**src/design/wasc_pkg.sv**
```systemverilog
// wasc_pkg: shared types, constants and helpers of the windowed absolute sum core
`default_nettype none

package wasc_pkg;

	// stream geometry
	localparam int WINDOW   = 256;
	localparam int GROUPS   = 2;
	localparam int LAYERS   = 4;
	localparam int STREAMS  = GROUPS * LAYERS;
	localparam int SENSORS  = 3;

	// derived widths
	localparam int STREAM_W = (STREAMS > 1) ? $clog2(STREAMS) : 1;
	localparam int POS_W    = $clog2(WINDOW);
	localparam int FILL_W   = $clog2(WINDOW + 1);
	localparam int RING_D   = STREAMS * WINDOW;
	localparam int ADDR_W   = $clog2(RING_D);
	localparam int ABS_W    = 17;
	localparam int SUM_W    = $clog2(WINDOW * 32768 + 1);
	localparam int OUT_W    = 24;
	localparam logic [31:0] OUT_MAX = 32'h00FF_FFFF;

	// input transaction
	typedef struct packed {
		logic              group;
		logic [1:0]        layer;
		logic signed [15:0] reading_a;
		logic signed [15:0] reading_b;
		logic signed [15:0] reading_c;
	} sample_t;

	// output transaction
	typedef struct packed {
		logic              out_group;
		logic [1:0]        out_layer;
		logic [OUT_W-1:0]  abs_sum_a;
		logic [OUT_W-1:0]  abs_sum_b;
		logic [OUT_W-1:0]  abs_sum_c;
	} result_t;

	// one ring entry: the three raw readings
	typedef logic [SENSORS-1:0][15:0] ring_word_t;

	// issue information from the stream controller
	typedef struct packed {
		logic                hit;
		logic [STREAM_W-1:0] stream;
		logic                full;
		logic                all_full;
		logic [ADDR_W-1:0]   addr;
	} issue_t;

	// absolute value of a 16-bit two's complement reading
	function automatic logic [ABS_W-1:0] abs17(input logic [15:0] x);
		logic [ABS_W-1:0] ext;
		ext = {x[15], x};
		return x[15] ? (ABS_W'(0) - ext) : ext;
	endfunction

endpackage

`default_nettype wire

```
**src/design/wasc_stream_ctrl.sv**
```systemverilog
// wasc_stream_ctrl: per-stream write position and fill count, ring address generation
`default_nettype none

module wasc_stream_ctrl (
	input  wire logic          clk,
	input  wire logic          arst_n,
	input  wire logic          accept,
	input  wire logic          group,
	input  wire logic [1:0]    layer,
	output wasc_pkg::issue_t   issue
);

	logic [wasc_pkg::POS_W-1:0]    pos_q  [wasc_pkg::STREAMS];
	logic [wasc_pkg::FILL_W-1:0]   fill_q [wasc_pkg::STREAMS];
	logic [wasc_pkg::STREAM_W-1:0] stream;
	logic                          hit;
	logic                          full;
	logic [wasc_pkg::POS_W-1:0]    pos;
	logic [wasc_pkg::STREAMS-1:0]  full_next;

	// stream selection and range check
	always_comb begin
		hit    = (32'(group) < wasc_pkg::GROUPS) && (32'(layer) < wasc_pkg::LAYERS);
		stream = wasc_pkg::STREAM_W'(32'(group) * wasc_pkg::LAYERS + 32'(layer));
		pos    = pos_q[stream];
		full   = (fill_q[stream] == wasc_pkg::FILL_W'(wasc_pkg::WINDOW));
	end

	// window state of every stream once this sample is counted
	always_comb begin
		for (int i = 0; i < wasc_pkg::STREAMS; i++) begin
			full_next[i] = (fill_q[i] == wasc_pkg::FILL_W'(wasc_pkg::WINDOW));
		end
		if (hit && (fill_q[stream] == wasc_pkg::FILL_W'(wasc_pkg::WINDOW - 1))) begin
			full_next[stream] = 1'b1;
		end
	end

	always_comb begin
		issue.hit      = hit;
		issue.stream   = stream;
		issue.full     = full;
		issue.all_full = &full_next;
		issue.addr     = wasc_pkg::ADDR_W'(32'(stream) * wasc_pkg::WINDOW) +
		                 wasc_pkg::ADDR_W'(pos);
	end

	// advance position and fill of the addressed stream
	always_ff @(posedge clk or negedge arst_n) begin
		if (!arst_n) begin
			for (int i = 0; i < wasc_pkg::STREAMS; i++) begin
				pos_q[i]  <= '0;
				fill_q[i] <= '0;
			end
		end else if (accept && hit) begin
			if (pos == wasc_pkg::POS_W'(wasc_pkg::WINDOW - 1)) begin
				pos_q[stream] <= '0;
			end else begin
				pos_q[stream] <= pos + 1'b1;
			end
			if (!full) begin
				fill_q[stream] <= fill_q[stream] + 1'b1;
			end
		end
	end

endmodule

`default_nettype wire

```
**config.mk**
```make
export PLATFORM = sky130hd
export DESIGN_NAME = wasc_stream_ctrl
export DESIGN_NICKNAME = d
export VERILOG_FILES = /design/src/design/wasc_pkg.sv /design/src/design/wasc_stream_ctrl.sv
export SDC_FILE = /design/constraint.sdc
export NUM_CORES = 1
export LEC_CHECK = 0
export ABC_AREA = 0
export BUFFER_PORTS_ARGS = -buffer_cell sky130_fd_sc_hd__buf_2
export CORE_MARGIN = 2
export CORE_UTILIZATION = 35
export CTS_CLUSTER_DIAMETER = 40
export DETAILED_ROUTE_END_ITERATION = 8
export PLACE_DENSITY_LB_ADDON = 0.12
export SYNTH_ARGS = -nofsm -noshare
export SYNTH_HDL_FRONTEND = slang
export SYNTH_SLANG_ARGS = --single-unit
export TNS_END_PERCENT = 10
```
**constraint.sdc**
```tcl
create_clock -name clk -period 3.6 [get_ports clk]
set_clock_uncertainty 0.05 [all_clocks]
set_input_delay 0.18 -clock clk [delete_from_list [all_inputs] [get_ports clk]]
set_output_delay 0.18 -clock clk [all_outputs]
set_load 0.02 [all_outputs]
```
==> results summary <==
The flow ran to the end, and the final reports show no timing, DRC or antenna violations. The count of flip-flops with a built-in enable after synthesis is 0. Global routing finished with a remaining overflow of 0. The standard cell area after detailed placement is roughly 0.0074 mm^2. In this run the count of I/O pins placed on the die edge is 23. The adder-cell share of the synthesized area came out at 0.00705. The die area came out at around 0.021 mm^2. The worst setup path is launched from a flip-flop. The count of final max-slew check failures came to 0. The critical path is of the reg -> out type. The flip-flop and latch count after synthesis came out at 136. The die is 146 um tall. The gate count of the mapped netlist is 593.

Summed over all cells, the static leakage comes to 0.00352 uW. The worst-case headroom to the max-slew limit came out at 0.395. In this run, distinct cell masters in the synthesized netlist total 71. The path class of the lowest-slack min-delay path is in -> async. The number of H-tree levels came out at 4.

Leaving out fill and tap cells, the most frequent cell in the layout is sky130_fd_sc_hd__dfrtp_1. The post-detailed-route wirelength per cell is between 20 and 25 um. The number of global-route vias before repair was between 4,000 and 5,000. The clock transition at the registers of the reported paths came out at 0.06 ns.

The critical path goes through mux2_2, a221o_1, a22oi_1, ha_1, nand3b_1, nor3_1, and4_1, buf_4, buf_2. The average size of a mapped cell is 12.0 um^2. The CTS buffer count is 17. For this run, the number of Yosys warnings is 0. The synthesized-area fraction occupied by xor and xnor cells came out at 0.0123. The simple logic cell fraction of the synthesized area came out at 0.111. For the worst-skew pair, the clock arrives at the later sink with an insertion delay of 0.42 ns.

The peak supply drop came out at 305 uV. The data arrival at the endpoint of the critical path is 3.14 ns. The largest net degree at the start of global routing is 76. The fraction of layout instances using a drive strength above 1 is 0.306. The global placer's final weighted congestion came out at slightly below 0.9.

The total routing resource utilization after global routing is 0.189. The routed layout has 4,841 vias. The share of the Yosys chip area taken by registers is 0.480. The starting density of the core is 0.354. After synthesis, the largest family of logic cells by area is multiplexers. The ratio of routed vias to standard cells came out at 5.39.

The final number of setup-violating endpoints is 0. Setup repair after global routing left no endpoint under its margin. The first-pass GRT wire length came out at 30.5 mm. The top-area cell type share of the netlist area came out at 0.480. The final critical delay including setup and external delays came out at 3.37 ns. The overall power consumption is 5270 uW. The post-route DRC violation count is 0. The share of flip-flops with an asynchronous set or reset after synthesis came out at 1.00. The summed negative setup slack over all endpoints came out at 0 ns. The cell type of the slowest stage on the worst timing path is sky130_fd_sc_hd__dfrtp_1. The required time of the critical path came out at approximately 3.4 ns.

The final worst-path cycle share came out at 0.936. The first-pass detailed-route iteration total came out at 4. Dividing total power by cell area gives a power density of 659 mW/mm^2. The maximum fanout count along the critical path came out at 25. CTS placed an instance of sky130_fd_sc_hd__clkbuf_16 at the clock tree root. The total standard cell area after synthesis is 0.00710 mm^2. Ranked by total cell area, the synthesized netlist is headed by sky130_fd_sc_hd__dfrtp_1 48%, sky130_fd_sc_hd__mux2_2 12%, sky130_fd_sc_hd__o21ai_0 4.1%. The endpoint class of the critical path is an output port. The count of nets left with antenna violations once routing finished came out at 0.

The number of nets at the end of the flow came out at 625. The final hold violation count came to 0. The detailed placement HPWL came out at 13.2 mm.

The cell type contributing the most total cell area after synthesis is sky130_fd_sc_hd__dfrtp_1. TritonCTS built the clock tree. In this design, the stage delay of the slowest critical-path cell is 0.43 ns. The maximum operating frequency is 0.297 GHz. The total detailed-routing wirelength is 19.3 mm. The post-layout instance area is 0.00800 mm^2. The number of antenna violations at the first check in global routing came out at 0. The row count came out at 52. The count of antenna diodes in the layout is 0. The most used flip-flop cell after synthesis is sky130_fd_sc_hd__dfrtp_1. The number of DRC markers after the initial detailed-route iteration is 379. The number of nets in the synthesized netlist is 603. The die boundary width came out at 146 um. In the layout the commonest cells are 136 x sky130_fd_sc_hd__dfrtp_1, 76 x sky130_fd_sc_hd__mux2_2, 59 x sky130_fd_sc_hd__nand2_1, 58 x sky130_fd_sc_hd__o21ai_0, 31 x sky130_fd_sc_hd__nor2_1. The multiplexer share of the synthesized area is 0.216. The longest clock path from root to sink contains 2 buffers. The tool flagged a number of max-cap violations equal to 0. At the pin with the least slew margin, the transition time is 0.902 ns. The tree built by TritonCTS fans out to 136 sinks. The setup check on the worst reg-to-reg path leaves a slack of around 0.45 ns.

During placement, the flow inserted port buffers numbering 21. After floorplanning, the core was sized to cover 0.0200 mm^2. The complex-gate fraction of the synthesized area is 0.119. The layout overhead on the synthesized area came out at 12.7%.
kinds of logic after synthesis:
group	count (synthesis)
and+or+nand+nor	152
DFF	136
AOI/OAI and AO/OA	127
muxes	114
buffers and inverters	49
xor gates and xnor gates	10
adders and majority gates	4
other	1
Yosys cell counts (4+ instances only):
cell and instances:
sky130_fd_sc_hd__nand2_1 59, sky130_fd_sc_hd__a22o_2 5, sky130_fd_sc_hd__nor2_2 6, sky130_fd_sc_hd__mux4_2 8, sky130_fd_sc_hd__a22o_1 11, sky130_fd_sc_hd__nor4_1 9, sky130_fd_sc_hd__buf_6 9, sky130_fd_sc_hd__a221oi_1 6
sky130_fd_sc_hd__ha_1 4, sky130_fd_sc_hd__xor2_1 4, sky130_fd_sc_hd__clkbuf_1 9, sky130_fd_sc_hd__a31oi_1 5, sky130_fd_sc_hd__mux2_2 76, sky130_fd_sc_hd__o31ai_1 9, sky130_fd_sc_hd__xnor2_1 6, sky130_fd_sc_hd__o22ai_1 5
sky130_fd_sc_hd__mux4_1 10, sky130_fd_sc_hd__a21oi_1 6, sky130_fd_sc_hd__nand4_1 10, sky130_fd_sc_hd__nor2b_1 4, sky130_fd_sc_hd__nor3_1 4, sky130_fd_sc_hd__nor2_1 31, sky130_fd_sc_hd__inv_1 5, sky130_fd_sc_hd__clkbuf_8 6
sky130_fd_sc_hd__mux2i_1 14, sky130_fd_sc_hd__dfrtp_1 136, sky130_fd_sc_hd__o21ai_0 58, sky130_fd_sc_hd__buf_4 12
power by group:
part | total [uW] | internal, uW | switching [uW]
registers | 2250 | 1940 | 310
clock network | 1790 | 1120 | 666
logic | 1230 | 565 | 663
total | 5270 | 3630 | 1640
critical path, delay by kind of cell (launching register included):
family	cells	cell delay, ns
compound gates	2	0.70
fa+ha+maj	1	0.23
buf+inv	2	0.61
flops	1	0.43
mux	1	0.29
simple gates	3	0.46
layout make-up:
cell class | instances | area [um^2]
clock inverter | 11 | 148
clock buffer | 21 | 460
inverter | 7 | 26.3
timing repair buffer | 45 | 319
tap | 270 | 338
sequential | 136 | 3400
multi-input combinational | 408 | 3310
fill | 1975 | 12000
path summary, 6_finish.rpt:
check / startpoint / to / cells past startpoint
worst min register to register: pos_q[49] / pos_q[49] / 2
worst max register to register: fill_q[54] / fill_q[34] / 10
max in group asynchronous: arst_n / pos_q[27] / 3
worst max-delay path: fill_q[54] / issue[12] / 9
min in group clk: accept / pos_q[31] / 3
worst min-delay path: arst_n / fill_q[23] / 2
metrics by stage:
stage	hold slack, ns	utilization	instances	setup WS (ns)
after floorplan	-0.166	-	593	0.622
after global placement	0.161	0.368	865	0.294
after detailed placement	0.167	0.368	865	0.352
after CTS	0.260	0.399	898	0.238
after global routing	0.286	0.399	898	0.0422
final	0.262	0.399	898	0.231
sequential cells by signal, indices dropped and copies added (netlist names):
signal / flops
pos_q: 64
fill_q: 72
routing by layer:
metal,wire [um],vias up,global-route usage
met3,816,23,0.0388
met5,0,-,0
met4,398,0,0.0621
met1,9540,2485,0.281
met2,8510,111,0.276
li1,-,2222,-
repair_timing:
item | CTS | global route
hold buffers | 1 | 0
hold endpoints to repair | 61 | 0
gates resized for setup | 0 | 0
buffers inserted | 0 | 0
Power figures use the tool's default switching activity.
